==> config.mk <==
export PLATFORM = sky130hd
export DESIGN_NAME = binary_to_intel_hex_encoder
export DESIGN_NICKNAME = d
export VERILOG_FILES = /design/src/sv/bihex_pkg.sv /design/src/sv/bihex_ctrl.sv /design/src/sv/bihex_dp.sv /design/src/sv/binary_to_intel_hex_encoder.sv
export VERILOG_INCLUDE_DIRS = /design/src /design/src/sv
export SDC_FILE = /design/constraint.sdc
export NUM_CORES = 1
export LEC_CHECK = 0
export BUFFER_PORTS_ARGS = -buffer_cell sky130_fd_sc_hd__buf_2
export CAP_MARGIN = 20
export CORE_MARGIN = 2
export CORE_UTILIZATION = 35
export CTS_BUF_LIST = sky130_fd_sc_hd__clkbuf_4 sky130_fd_sc_hd__clkbuf_8
export DETAILED_ROUTE_END_ITERATION = 10
export PLACE_DENSITY = 0.64
export SYNTH_ARGS = -nofsm -noshare
export SYNTH_HDL_FRONTEND = slang
export SYNTH_SLANG_ARGS = --single-unit
==> constraint.sdc <==
create_clock -name clk -period 4.35 [get_ports clk]
set_input_delay 0 -clock clk [delete_from_list [all_inputs] [get_ports clk]]
set_output_delay 0 -clock clk [all_outputs]
set_load 0.01 [all_outputs]
==> src/sv/binary_to_intel_hex_encoder_assert.svh <==
// ----------------------------------------------------------------------------
// Intel HEX encoder assertion macros
// Shorthand for clocked implication checks, disabled while reset is held.
// ----------------------------------------------------------------------------
`ifndef BINARY_TO_INTEL_HEX_ENCODER_ASSERT_SVH
`define BINARY_TO_INTEL_HEX_ENCODER_ASSERT_SVH

// Same-cycle implication.
`define BIHEX_ASSERT_IMP(label, ante, cons, msg) \
  label: assert property (@(posedge clk) disable iff (!rst_n) (ante) |-> (cons)) \
    else $error(msg);

// Next-cycle implication.
`define BIHEX_ASSERT_NEXT(label, ante, cons, msg) \
  label: assert property (@(posedge clk) disable iff (!rst_n) (ante) |=> (cons)) \
    else $error(msg);

`endif

==> src/sv/bihex_pkg.sv <==
// ----------------------------------------------------------------------------
// Intel HEX encoder package
// Shared types, codes and helper functions of the record encoder.
// ----------------------------------------------------------------------------
package bihex_pkg;

  localparam int RECORD_MAX_DEF = 32;

  localparam int CFG_IDX_W  = 3;
  localparam int CFG_DATA_W = 16;
  localparam int LEN_W      = 7;

  localparam logic [7:0] TYPE_DATA   = 8'h00;
  localparam logic [7:0] TYPE_EOF    = 8'h01;
  localparam logic [7:0] MARKER_CODE = 8'h1A;

  localparam logic [5:0]  RECORD_BYTES_RST = 6'd32;
  localparam logic [6:0]  HEX_NUM_OFS      = 7'd48;
  localparam logic [6:0]  HEX_ALPHA_OFS    = 7'd55;

  typedef enum logic [CFG_IDX_W-1:0] {
    REG_RECORD_BYTES = 3'd0,
    REG_LOAD_BASE    = 3'd1,
    REG_RUN_ADDRESS  = 3'd2,
    REG_TWOS_SUM     = 3'd3,
    REG_BYTE_SELECT  = 3'd4,
    REG_END_RECORD   = 3'd5,
    REG_SKIP_COUNT   = 3'd6
  } reg_idx_t;

  typedef enum logic [1:0] {
    SEL_ALL  = 2'd0,
    SEL_EVEN = 2'd1,
    SEL_ODD  = 2'd2
  } byte_sel_t;

  typedef enum logic [3:0] {
    SRC_COUNT,
    SRC_ADDR_HI,
    SRC_ADDR_LO,
    SRC_TYPE_DATA,
    SRC_DATA,
    SRC_CSUM,
    SRC_EOF_COUNT,
    SRC_RUN_HI,
    SRC_RUN_LO,
    SRC_TYPE_EOF,
    SRC_EOF_CSUM,
    SRC_MARK
  } src_t;

  typedef enum logic [3:0] {
    ST_IDLE,
    ST_COUNT,
    ST_ADDR_HI,
    ST_ADDR_LO,
    ST_TYPE,
    ST_DATA,
    ST_CSUM,
    ST_EOF_COUNT,
    ST_EOF_HI,
    ST_EOF_LO,
    ST_EOF_TYPE,
    ST_EOF_CSUM,
    ST_MARK
  } ctl_state_t;

  typedef struct packed {
    logic store;
    logic emit;
    src_t src;
    logic rec_start;
    logic rec_end;
    logic last;
    logic data_step;
    logic rec_done;
    logic rearm;
  } cmd_t;

  typedef struct packed {
    logic store_full;
    logic fill_nz;
    logic data_last;
    logic out_free;
    logic eor_en;
  } status_t;

  function automatic logic [6:0] hex_digit(input logic [3:0] nib);
    logic [6:0] ofs;
    ofs = (nib > 4'd9) ? HEX_ALPHA_OFS : HEX_NUM_OFS;
    return 7'(nib) + ofs;
  endfunction

  function automatic logic [7:0] finish_sum(input logic [7:0] sum, input logic twos);
    logic [7:0] inv;
    inv = ~sum;
    return twos ? (inv + 8'd1) : inv;
  endfunction

endpackage

==> src/sv/bihex_ctrl.sv <==
// ----------------------------------------------------------------------------
// Intel HEX encoder controller
// Sequences the bytes of data records, the end record and the marker.
// ----------------------------------------------------------------------------
module bihex_ctrl
  import bihex_pkg::*;
(
  input  logic    clk,
  input  logic    rst_n,
  input  logic    in_valid,
  output logic    in_ready,
  input  logic    in_op,
  input  status_t status,
  output cmd_t    cmd
);

  ctl_state_t state_r, state_nxt;
  logic       eos_r, eos_nxt;
  logic       accept;
  logic       fire;

  always_ff @(posedge clk) begin
    if (!rst_n) begin
      state_r <= ST_IDLE;
      eos_r   <= 1'b0;
    end else begin
      state_r <= state_nxt;
      eos_r   <= eos_nxt;
    end
  end

  always_comb begin
    in_ready      = (state_r == ST_IDLE);
    accept        = in_valid && in_ready;
    fire          = (state_r != ST_IDLE) && status.out_free;
    state_nxt     = state_r;
    eos_nxt       = eos_r;
    cmd           = '0;
    cmd.src       = SRC_COUNT;
    cmd.store     = accept && !in_op;
    cmd.emit      = (state_r != ST_IDLE);
    unique case (state_r)
      ST_IDLE: begin
        if (accept) begin
          eos_nxt = in_op;
          if (!in_op) begin
            if (status.store_full) begin
              state_nxt = ST_COUNT;
            end
          end else if (status.fill_nz) begin
            state_nxt = ST_COUNT;
          end else if (status.eor_en) begin
            state_nxt = ST_EOF_COUNT;
          end else begin
            state_nxt = ST_MARK;
          end
        end
      end
      ST_COUNT: begin
        cmd.src       = SRC_COUNT;
        cmd.rec_start = 1'b1;
        if (fire) state_nxt = ST_ADDR_HI;
      end
      ST_ADDR_HI: begin
        cmd.src = SRC_ADDR_HI;
        if (fire) state_nxt = ST_ADDR_LO;
      end
      ST_ADDR_LO: begin
        cmd.src = SRC_ADDR_LO;
        if (fire) state_nxt = ST_TYPE;
      end
      ST_TYPE: begin
        cmd.src = SRC_TYPE_DATA;
        if (fire) state_nxt = ST_DATA;
      end
      ST_DATA: begin
        cmd.src       = SRC_DATA;
        cmd.data_step = fire;
        if (fire && status.data_last) state_nxt = ST_CSUM;
      end
      ST_CSUM: begin
        cmd.src      = SRC_CSUM;
        cmd.rec_end  = 1'b1;
        cmd.last     = !eos_r;
        cmd.rec_done = fire;
        if (fire) begin
          if (!eos_r) begin
            state_nxt = ST_IDLE;
          end else if (status.eor_en) begin
            state_nxt = ST_EOF_COUNT;
          end else begin
            state_nxt = ST_MARK;
          end
        end
      end
      ST_EOF_COUNT: begin
        cmd.src       = SRC_EOF_COUNT;
        cmd.rec_start = 1'b1;
        if (fire) state_nxt = ST_EOF_HI;
      end
      ST_EOF_HI: begin
        cmd.src = SRC_RUN_HI;
        if (fire) state_nxt = ST_EOF_LO;
      end
      ST_EOF_LO: begin
        cmd.src = SRC_RUN_LO;
        if (fire) state_nxt = ST_EOF_TYPE;
      end
      ST_EOF_TYPE: begin
        cmd.src = SRC_TYPE_EOF;
        if (fire) state_nxt = ST_EOF_CSUM;
      end
      ST_EOF_CSUM: begin
        cmd.src     = SRC_EOF_CSUM;
        cmd.rec_end = 1'b1;
        if (fire) state_nxt = ST_MARK;
      end
      ST_MARK: begin
        cmd.src   = SRC_MARK;
        cmd.last  = 1'b1;
        cmd.rearm = fire;
        if (fire) begin
          state_nxt = ST_IDLE;
          eos_nxt   = 1'b0;
        end
      end
      default: begin
        state_nxt = ST_IDLE;
      end
    endcase
  end

endmodule

==> src/sv/bihex_dp.sv <==
// ----------------------------------------------------------------------------
// Intel HEX encoder datapath
// Holds the registers, the record buffer, the stream counters and the
// output register, and forms each record byte with its hex digits.
// ----------------------------------------------------------------------------
module bihex_dp
  import bihex_pkg::*;
#(
  parameter int RECORD_MAX = RECORD_MAX_DEF
) (
  input  logic                  clk,
  input  logic                  rst_n,
  input  logic                  cfg_we,
  input  logic [CFG_IDX_W-1:0]  cfg_index,
  input  logic [CFG_DATA_W-1:0] cfg_data,
  input  logic [7:0]            in_data_byte,
  input  cmd_t                  cmd,
  output status_t               status,
  output logic                  out_valid,
  input  logic                  out_ready,
  output logic                  out_kind,
  output logic [7:0]            out_record_byte,
  output logic [6:0]            out_hex_high,
  output logic [6:0]            out_hex_low,
  output logic                  out_record_start,
  output logic                  out_record_end,
  output logic                  out_last
);

  localparam int FW = $clog2(RECORD_MAX + 1);
  localparam int AW = (RECORD_MAX > 1) ? $clog2(RECORD_MAX) : 1;

  logic [5:0]  rec_bytes_r;
  logic [15:0] load_base_r;
  logic [15:0] run_addr_r;
  logic        twos_r;
  logic [1:0]  byte_sel_r;
  logic        eor_en_r;
  logic [15:0] skip_count_r;

  logic [FW-1:0] fill_r, fill_nxt;
  logic [FW-1:0] idx_r, idx_nxt;
  logic [7:0]    sum_r, sum_nxt;
  logic [15:0]   addr_r, addr_nxt;
  logic          parity_r, parity_nxt;
  logic [15:0]   skip_r, skip_nxt;

  logic [7:0] mem [RECORD_MAX];
  logic [7:0] rd_data_r;
  logic       mem_we;

  logic             out_valid_r;
  logic             kind_r, start_r, end_r, last_r;
  logic [7:0]       byte_r;
  logic [6:0]       hex_hi_r, hex_lo_r;

  logic [LEN_W-1:0] eff_len;
  logic             keep;
  logic             skipping;
  logic             load;
  logic [7:0]       byte_val;
  logic [7:0]       data_sum;
  logic [7:0]       eof_sum;

  always_comb begin
    if (rec_bytes_r == 6'd0) begin
      eff_len = LEN_W'(1);
    end else if (LEN_W'(rec_bytes_r) > LEN_W'(RECORD_MAX)) begin
      eff_len = LEN_W'(RECORD_MAX);
    end else begin
      eff_len = LEN_W'(rec_bytes_r);
    end
    case (byte_sel_r)
      SEL_EVEN: keep = !parity_r;
      SEL_ODD:  keep = parity_r;
      default:  keep = 1'b1;
    endcase
    skipping = (skip_r != 16'd0);
    mem_we   = cmd.store && !skipping && keep;
  end

  always_comb begin
    status.out_free   = !out_valid_r || out_ready;
    load              = cmd.emit && status.out_free;
    status.store_full = !skipping && keep && ((LEN_W'(fill_r) + LEN_W'(1)) >= eff_len);
    status.fill_nz    = (fill_r != '0);
    status.data_last  = (FW'(idx_r + 1'b1) == fill_r);
    status.eor_en     = eor_en_r;
  end

  always_comb begin
    fill_nxt   = fill_r;
    idx_nxt    = idx_r;
    sum_nxt    = sum_r;
    addr_nxt   = addr_r;
    parity_nxt = parity_r;
    skip_nxt   = skip_r;
    if (cmd.store) begin
      if (skipping) begin
        skip_nxt = skip_r - 16'd1;
      end else begin
        parity_nxt = !parity_r;
        if (keep) begin
          fill_nxt = FW'(fill_r + 1'b1);
          sum_nxt  = sum_r + in_data_byte;
        end
      end
    end
    if (cmd.data_step) begin
      idx_nxt = FW'(idx_r + 1'b1);
    end
    if (cmd.rec_done) begin
      idx_nxt  = '0;
      fill_nxt = '0;
      sum_nxt  = 8'd0;
      addr_nxt = addr_r + 16'(fill_r);
    end
    if (cmd.rearm) begin
      idx_nxt    = '0;
      fill_nxt   = '0;
      sum_nxt    = 8'd0;
      addr_nxt   = load_base_r;
      parity_nxt = 1'b0;
      skip_nxt   = skip_count_r;
    end
    if (cfg_we && (cfg_index == REG_LOAD_BASE)) begin
      addr_nxt = cfg_data;
    end
    if (cfg_we && (cfg_index == REG_SKIP_COUNT)) begin
      skip_nxt = cfg_data;
    end
  end

  always_ff @(posedge clk) begin
    if (!rst_n) begin
      rec_bytes_r  <= RECORD_BYTES_RST;
      load_base_r  <= 16'd0;
      run_addr_r   <= 16'd0;
      twos_r       <= 1'b1;
      byte_sel_r   <= SEL_ALL;
      eor_en_r     <= 1'b1;
      skip_count_r <= 16'd0;
    end else if (cfg_we) begin
      unique case (cfg_index)
        REG_RECORD_BYTES: rec_bytes_r  <= cfg_data[5:0];
        REG_LOAD_BASE:    load_base_r  <= cfg_data;
        REG_RUN_ADDRESS:  run_addr_r   <= cfg_data;
        REG_TWOS_SUM:     twos_r       <= cfg_data[0];
        REG_BYTE_SELECT:  byte_sel_r   <= cfg_data[1:0];
        REG_END_RECORD:   eor_en_r     <= cfg_data[0];
        REG_SKIP_COUNT:   skip_count_r <= cfg_data;
        default: begin
        end
      endcase
    end
  end

  always_ff @(posedge clk) begin
    if (!rst_n) begin
      fill_r   <= '0;
      idx_r    <= '0;
      sum_r    <= 8'd0;
      addr_r   <= 16'd0;
      parity_r <= 1'b0;
      skip_r   <= 16'd0;
    end else begin
      fill_r   <= fill_nxt;
      idx_r    <= idx_nxt;
      sum_r    <= sum_nxt;
      addr_r   <= addr_nxt;
      parity_r <= parity_nxt;
      skip_r   <= skip_nxt;
    end
  end

  // The read port follows the next index, so the data register always
  // holds the entry at the current index.
  always_ff @(posedge clk) begin
    if (mem_we) begin
      mem[fill_r[AW-1:0]] <= in_data_byte;
    end
    rd_data_r <= mem[idx_nxt[AW-1:0]];
  end

  always_comb begin
    data_sum = 8'(fill_r) + addr_r[15:8] + addr_r[7:0] + sum_r;
    eof_sum  = run_addr_r[15:8] + run_addr_r[7:0] + TYPE_EOF;
    unique case (cmd.src)
      SRC_COUNT:     byte_val = 8'(fill_r);
      SRC_ADDR_HI:   byte_val = addr_r[15:8];
      SRC_ADDR_LO:   byte_val = addr_r[7:0];
      SRC_TYPE_DATA: byte_val = TYPE_DATA;
      SRC_DATA:      byte_val = rd_data_r;
      SRC_CSUM:      byte_val = finish_sum(data_sum, twos_r);
      SRC_EOF_COUNT: byte_val = 8'd0;
      SRC_RUN_HI:    byte_val = run_addr_r[15:8];
      SRC_RUN_LO:    byte_val = run_addr_r[7:0];
      SRC_TYPE_EOF:  byte_val = TYPE_EOF;
      SRC_EOF_CSUM:  byte_val = finish_sum(eof_sum, twos_r);
      SRC_MARK:      byte_val = MARKER_CODE;
      default:       byte_val = 8'd0;
    endcase
  end

  always_ff @(posedge clk) begin
    if (!rst_n) begin
      out_valid_r <= 1'b0;
    end else if (load) begin
      out_valid_r <= 1'b1;
    end else if (out_ready) begin
      out_valid_r <= 1'b0;
    end
  end

  always_ff @(posedge clk) begin
    if (load) begin
      kind_r   <= (cmd.src == SRC_MARK);
      byte_r   <= byte_val;
      hex_hi_r <= hex_digit(byte_val[7:4]);
      hex_lo_r <= hex_digit(byte_val[3:0]);
      start_r  <= cmd.rec_start;
      end_r    <= cmd.rec_end;
      last_r   <= cmd.last;
    end
  end

  assign out_valid        = out_valid_r;
  assign out_kind         = kind_r;
  assign out_record_byte  = byte_r;
  assign out_hex_high     = hex_hi_r;
  assign out_hex_low      = hex_lo_r;
  assign out_record_start = start_r;
  assign out_record_end   = end_r;
  assign out_last         = last_r;

endmodule

==> src/sv/binary_to_intel_hex_encoder.sv <==
// ----------------------------------------------------------------------------
// Binary to Intel HEX encoder
// A byte that completes no record leaves the input ready for the next byte.
// A full or flushed record of n bytes blocks the input for n + 5 output
// transfers. End of stream adds five transfers for the end record, when it
// is enabled, and one for the marker. Output stalls lengthen the time that
// the input is blocked. Synchronous reset restores register defaults and
// rearms the stream counters.
// ----------------------------------------------------------------------------
`include "binary_to_intel_hex_encoder_assert.svh"

module binary_to_intel_hex_encoder
  import bihex_pkg::*;
#(
  parameter int RECORD_MAX = RECORD_MAX_DEF
) (
  input  logic                  clk,
  input  logic                  rst_n,
  input  logic                  cfg_we,
  input  logic [CFG_IDX_W-1:0]  cfg_index,
  input  logic [CFG_DATA_W-1:0] cfg_data,
  input  logic                  in_valid,
  output logic                  in_ready,
  input  logic                  in_op,
  input  logic [7:0]            in_data_byte,
  output logic                  out_valid,
  input  logic                  out_ready,
  output logic                  out_kind,
  output logic [7:0]            out_record_byte,
  output logic [6:0]            out_hex_high,
  output logic [6:0]            out_hex_low,
  output logic                  out_record_start,
  output logic                  out_record_end,
  output logic                  out_last
);

  cmd_t    cmd;
  status_t status;

  bihex_ctrl u_ctrl (
    .clk      (clk),
    .rst_n    (rst_n),
    .in_valid (in_valid),
    .in_ready (in_ready),
    .in_op    (in_op),
    .status   (status),
    .cmd      (cmd)
  );

  bihex_dp #(
    .RECORD_MAX (RECORD_MAX)
  ) u_dp (
    .clk              (clk),
    .rst_n            (rst_n),
    .cfg_we           (cfg_we),
    .cfg_index        (cfg_index),
    .cfg_data         (cfg_data),
    .in_data_byte     (in_data_byte),
    .cmd              (cmd),
    .status           (status),
    .out_valid        (out_valid),
    .out_ready        (out_ready),
    .out_kind         (out_kind),
    .out_record_byte  (out_record_byte),
    .out_hex_high     (out_hex_high),
    .out_hex_low      (out_hex_low),
    .out_record_start (out_record_start),
    .out_record_end   (out_record_end),
    .out_last         (out_last)
  );

  `BIHEX_ASSERT_NEXT(a_eos_busy, in_valid && in_ready && in_op, !in_ready, "end of stream did not start output")
  `BIHEX_ASSERT_IMP(a_marker_last, out_valid && out_kind, out_last && !out_record_start, "marker not final")
  `BIHEX_ASSERT_IMP(a_count_range, out_valid && out_record_start, out_record_byte <= 8'(RECORD_MAX), "record count too large")

endmodule

==> impl_metrics.json, run 1 <==
{
  "status": "complete, but fails checks",
  "violations": "setup timing",
  "critPathLaunch": "u_dp.addr_r[1]$_SDFFE_PN0P_",
  "hold_ws_ns": 0.2066,
  "synthesis.nets": 1877,
  "clock_sinks": 407,
  "cts_tree": "built",
  "max-vdd-ir-drop_mv": 0.3719,
  "timing.final.crit_share_pct": 101.0,
  "core_region_area_mm2": 0.05520,
  "final.setup.worst_slack_ns": -0.04164,
  "grt_overflow": 0,
  "viasPerCell": 5.200,
  "hold_class": "primary input to register",
  "clockBufferDepth": 3,
  "grt_max_degree": 80,
  "grt_usage_pct": 17.79,
  "setup_viol": 2,
  "grt_pass1_vias": 14087,
  "drt_wl_total_mm": 51.35,
  "layout.cells.non_filler": 2762,
  "max_freq_ghz": 0.2277,
  "htree_levels": 3,
  "fp-row-count": 86,
  "finClkSkew_ns": 0.04748,
  "grt_pass1_wl_mm": 79.09,
  "ys_types": 75,
  "synth_seq_cells": 407,
  "syn_inst": 1778,
  "critPathMaxFanout": 3,
  "area_growth_pct": 18.92,
  "gp_congestion": 0.9332,
  "clkLatencyLatePin_ns": 0.66,
  "rsz0062_at_grt": "true",
  "start_util_pct": 35.44,
  "drive_above_1_share_pct": 17.63,
  "synth_async_sr_flop_share_pct": 0,
  "dp_slack_ns": -0.08359,
  "drcViolationCount": 0,
  "syn_avg_cell_area_um2": 11.00,
  "path_class": "register to register",
  "fp.dieH_um": 240.4,
  "worst_pin_slew_ns": 1.164,
  "wl_per_cell_um": 18.59,
  "maxCapViolations": 0,
  "io_pins": 61,
  "antenna_left": 0,
  "synth-edff-count": 282,
  "clk_pin_slew_ns": 0.06,
  "power_density_mw_per_mm2": 442.7,
  "syn_area_mm2": 0.01957,
  "antenna_found_initial": 0,
  "min_from": "cfg_data[10]",
  "arrival_ns": 4.77,
  "yosysSeqAreaShare_pct": 56.07,
  "nets": 2061,
  "dp_cells": 2593,
  "vias": 14362,
  "cp-end-kind": "register",
  "hpwl_mm": 34.33,
  "synth_top_cell_by_area": "edfxtp_1",
  "die_x_um": 240.4,
  "synth_ff_type": "edfxtp_1",
  "cp-start-kind": "register",
  "finalHoldViolCount": 0,
  "numCtsBuffers": 68,
  "drt_first_iter_violations": 1058,
  "io_buffers": 60,
  "maxSlewViolCount": 0,
  "synth-warning-count": 0,
  "die-area_mm2": 0.05781,
  "r2r-start": "u_dp.addr_r[1]$_SDFFE_PN0P_",
  "required_ns": 4.73,
  "total_power_mw": 10.30,
  "synth_top_area_share_pct": 43.28,
  "leakagePower_nw": 8.054,
  "maxSlewHeadroom_pct": 21.55,
  "period_minus_slack_ns": 4.392,
  "synth_area_leaders": "edfxtp_1, dfxtp_1, a211oi_1, a21oi_1, mux2i_1",
  "clockRootBuffer": "clkbuf_8",
  "first_pass_iters": 6,
  "insertedDiodeCount": 0
}
==> registers in the layout (all words and copies together) (netlist names), 4 cells and up <==
register,flops
u_dp.skip_count_r,16
u_dp.out_record_byte,8
u_dp.skip_r,16
u_dp.run_addr_r,16
u_dp.mem,256
u_dp.addr_r,16
u_dp.idx_r,6
u_dp.load_base_r,16
u_dp.out_hex_low,7
u_ctrl.state_r,4
u_dp.fill_r,6
u_dp.out_hex_high,7
u_dp.rec_bytes_r,6
u_dp.rd_data_r,8
u_dp.sum_r,8
==> layer usage <==
metal	track usage, %	routed length, µm	up-vias
met5	0	0	-
met4	7.133	1732	0
met3	4.592	3616	121
met2	27.57	22990	459
met1	23.68	23010	6900
li1	-	-	6882
==> stage by stage <==
step	utilization [%]	instance area [µm²]	TNS, ns
floorplan	-	19630	-0.09978
global placement	38.49	21250	-0.01525
detailed placement	38.52	21260	-0.2965
CTS	41.88	23120	-0.1120
global route	42.15	23270	-1.391
finish	42.15	23270	-0.07094
==> cell usage in the layout (no fill, tap or decap), drive strengths merged, types with 18 or more instances in the layout <==
cell         count
nand2          202
o211ai          18
mux2i           78
dlygate4sd3     38
nand3           32
clkinv          20
fa              18
clkbuf          95
nor2           107
buf            178
xor2            24
nor3            24
a21oi          177
xnor2           44
inv             72
a211oi         125
nor2b           81
edfxtp         282
ha              48
o21ai           54
dfxtp          125
==> worst paths after layout <==
check	end	slack, ns	cells after the start
setup / recovery	u_dp.out_hex_high[6]$_DFFE_PP_	-0.04	22
hold / removal	u_dp.run_addr_r[10]$_SDFFE_PN0P_	0.21	4
setup reg to reg	u_dp.out_hex_high[6]$_DFFE_PP_	-0.04	22
hold reg to reg	u_dp.skip_count_r[8]$_SDFFE_PN0P_	0.46	2
==> cells by family after synthesis <==
group                      synth area share, %
and+or+nand+nor                          12.45
AOI/OAI and AO/OA                        15.48
buffers and inverters                    3.997
DFF                                      56.07
adders and majority gates                4.911
muxes                                    4.048
xor gates and xnor gates                 3.044
==> power by group <==
part / total [mW] / switching [mW] / leakage, nW / internal, mW
Combinational: 2.16 / 1.30 / 3.75 / 0.862
Sequential: 4.60 / 0.178 / 3.56 / 4.42
Clock: 3.54 / 1.58 / 0.736 / 1.96
==> what timing repair did <==
action / in CTS / in global routing
endpoints found under the setup margin: 6 / 12
hold buffers: 38 / 0
gates resized for setup: 13 / 19
endpoints found under the hold margin: 353 / 0
setup buffers: 3 / 5
pin swaps: 2 / 12
==> cell type report <==
class / count / area [µm²]
clock buffer: 95 / 1151
fill: 5182 / 31930
multi-input combinational: 1198 / 8033
inverter: 71 / 266.5
timing repair buffer: 216 / 1649
tap: 748 / 935.9
clock inverter: 27 / 256.5
sequential: 407 / 10970
==> synthesized netlist by cell type, types with 3 or more instances <==
library cell / instances
a221o_1: 5
nand2_1: 202
buf_6: 9
and3_1: 6
and2_1: 6
clkbuf_1: 64
ha_1: 48
a211oi_1: 125
o221ai_1: 7
nand2b_1: 15
xnor2_1: 44
or2_2: 4
fa_1: 18
o211ai_1: 18
dfxtp_1: 125
o31ai_1: 3
edfxtp_1: 282
nor4_1: 8
mux2i_1: 78
nor3b_1: 4
buf_1: 5
buf_2: 14
a21o_1: 16
nor2_1: 107
o21ai_0: 53
o22ai_1: 7
nand3b_1: 3
a221oi_1: 4
a21oi_1: 176
buf_4: 8
or3_1: 7
nand3_1: 32
nor2b_1: 81
nor3_1: 23
o221a_2: 5
nand4_1: 11
inv_1: 68
a31oi_1: 4
xor2_1: 24
a22oi_1: 14
==> critical path, cell delays in order, from the launching register on <==
cell	delay, ns
dfxtp_2	0.33
inv_2	0.04
fa_1	0.54
inv_2	0.04
fa_1	0.53
ha_2	0.19
inv_2	0.04
fa_2	0.36
nand2b_4	0.16
a21oi_4	0.16
xor2_2	0.10
or3_1	0.37
a31o_2	0.26
a31oi_4	0.14
nand2_1	0.08
nand2_2	0.08
inv_2	0.06
ha_4	0.16
inv_2	0.05
fa_2	0.22
o21ai_1	0.06
nand2_1	0.09
inv_1	0.04
(Power assumes the default switching activity.)
==> run 2, diff against run 1 <==
--- a/config.mk
+++ b/config.mk
@@ -13,6 +13,7 @@
 export CTS_BUF_LIST = sky130_fd_sc_hd__clkbuf_4 sky130_fd_sc_hd__clkbuf_8
 export DETAILED_ROUTE_END_ITERATION = 10
 export PLACE_DENSITY = 0.64
+export SETUP_SLACK_MARGIN = 0.5
 export SYNTH_ARGS = -nofsm -noshare
 export SYNTH_HDL_FRONTEND = slang
 export SYNTH_SLANG_ARGS = --single-unit
==> run 2 against run 1 <==
Against the previous run:
- the run still ends with setup timing left
- critical path depth fell by 2
- via count rose by 0.25%
- final cell count barely moved
- sequential share of layout area fell by 0.099 points
- design area rose by 0.22%
- clock-buffer cell count rose by 1
- fmax fell by 0.14%
- sequential cell count did not move
- first-iteration DRC count rose by 7.2%
- clock skew fell by 0.0069 ns
- largest cell class unchanged
==> impl_metrics.json, run 2 (synthesized netlist as in run 1, its figures left out) <==
{
  "grt_max_degree": 62,
  "final_area_mm2": 0.02332,
  "finClkSkew_ns": 0.04058,
  "grt_pass1_wl_mm": 79.04,
  "met3_usage_pct": 3.685,
  "maxSlewViolCount": 0,
  "drcViolationCount": 0,
  "grt_overflow": 0,
  "die-area_mm2": 0.05781,
  "hold_ws_ns": 0.2190,
  "drt_wl_total_mm": 51.56,
  "gp_congestion": 0.9342,
  "final_cell_mix": "edfxtp_1, nand2_1, a21oi_1",
  "maxSlewHeadroom_pct": 30.81,
  "rsz0062_at_grt": "true",
  "drive_above_1_share_pct": 17.77,
  "setup_viol": 3,
  "nets": 2071,
  "final.setup.worst_slack_ns": -0.04793,
  "htree_levels": 3,
  "leakagePower_nw": 8.058,
  "hold_class": "primary input to register",
  "cp-start-kind": "register",
  "hold-path-cell-count": 4,
  "required_ns": 4.73,
  "critPathLaunch": "u_dp.addr_r[10]$_SDFFE_PN0P_",
  "dp_cells": 2590,
  "maxCapViolations": 0,
  "timing.final.crit_share_pct": 101.1,
  "worst_pin_slew_ns": 1.027,
  "clockRootBuffer": "clkbuf_8",
  "max-vdd-ir-drop_mv": 0.4452,
  "power_density_mw_per_mm2": 435.5,
  "insertedDiodeCount": 0,
  "critPathMaxFanout": 3,
  "largest_register_ffs": 256,
  "first_pass_iters": 7,
  "cp-end-kind": "register",
  "placed_area_mm2": 0.02128,
  "viasPerCell": 5.211,
  "fp.dieH_um": 240.4,
  "layout.cells.non_filler": 2763,
  "fp-row-count": 86,
  "start_util_pct": 35.44,
  "period_minus_slack_ns": 4.398,
  "grt_usage_pct": 17.84,
  "clk_pin_slew_ns": 0.06,
  "io_buffers": 60,
  "met2_usage_pct": 28.25,
  "area_growth_pct": 19.18,
  "status": "complete, but fails checks",
  "utilization_pct": 42.24,
  "hpwl_mm": 34.12,
  "antenna_left": 0,
  "layout_commonest_cell": "edfxtp_1",
  "die_x_um": 240.4,
  "setup-tns-final_ns": -0.09204,
  "grt.met1_usage_pct": 23.70,
  "dp_slack_ns": -0.05583,
  "wl_per_cell_um": 18.66,
  "max_freq_ghz": 0.2274,
  "path_class": "register to register",
  "reg2reg_depth": 20,
  "min_from": "cfg_data[15]",
  "r2r-start": "u_dp.addr_r[10]$_SDFFE_PN0P_",
  "violations": "setup timing",
  "vias": 14398,
  "clkLatencyLatePin_ns": 0.65,
  "grt_pass1_vias": 14052,
  "drt_first_iter_violations": 1134,
  "io_pins": 61,
  "grt_busiest_layer": "met2",
  "total_power_mw": 10.15,
  "numCtsBuffers": 69,
  "core_region_area_mm2": 0.05520,
  "antenna_found_initial": 1,
  "clock_sinks": 407,
  "arrival_ns": 4.77,
  "clockBufferDepth": 3,
  "finalHoldViolCount": 0,
  "cts_tree": "built"
}
==> run 2: path summary, 6_finish.rpt <==
path | slack [ns] | endpoint
setup / recovery | -0.05 | u_dp.out_hex_high[3]$_DFFE_PP_
hold / removal | 0.22 | u_dp.load_base_r[15]$_SDFFE_PN0P_
setup reg to reg | -0.05 | u_dp.out_hex_high[3]$_DFFE_PP_
hold reg to reg | 0.45 | u_dp.skip_count_r[7]$_SDFFE_PN0P_
==> run 2: power breakdown <==
group          leakage (nW)  internal [mW]  switching (mW)
sequential             3.56           4.42           0.179
combinational          3.80          0.886            1.31
clock                 0.692           1.81            1.54
total                  8.06           7.12            3.03
==> run 2: layout make-up <==
| class | instances | area (µm²) |
|---|---|---|
| tap | 748 | 935.9 |
| sequential | 407 | 10980 |
| inverter | 71 | 269.0 |
| clock buffer | 96 | 1177 |
| timing repair buffer | 225 | 1745 |
| multi-input combinational | 1198 | 8069 |
| clock inverter | 18 | 145.1 |
| fill | 5207 | 31880 |
==> run 2: layer usage <==
| metal | vias up | share of wire (%) |
|---|---|---|
| met1 | 6922 | 44 |
| met4 | 0 | 3.5 |
| met5 | - | 0 |
| li1 | 6891 | - |
| met2 | 468 | 46 |
| met3 | 117 | 6.4 |
==> run 2: timing repair <==
action,in CTS,in global routing
buffers inserted,7,5
gates resized for setup,8,26
pin swaps,4,14
hold buffers,47,0
endpoints found under the hold margin,353,0
endpoints found under the setup margin,13,20
==> run 2: worst max-delay path: stages, from the launching register on <==
cell and delay (ns):
dfxtp_1 0.34, inv_1 0.07, fa_1 0.48, fa_1 0.56, inv_1 0.05, ha_1 0.28, a211o_1 0.31, buf_4 0.15
nand4_1 0.13, o311ai_4 0.13, or3_1 0.37, a31o_2 0.26, a31oi_4 0.16, nand2_2 0.09, nand2_4 0.09, inv_4 0.05
ha_4 0.25, a21oi_2 0.05, o21ai_2 0.12, nand2b_1 0.11, o31ai_1 0.06
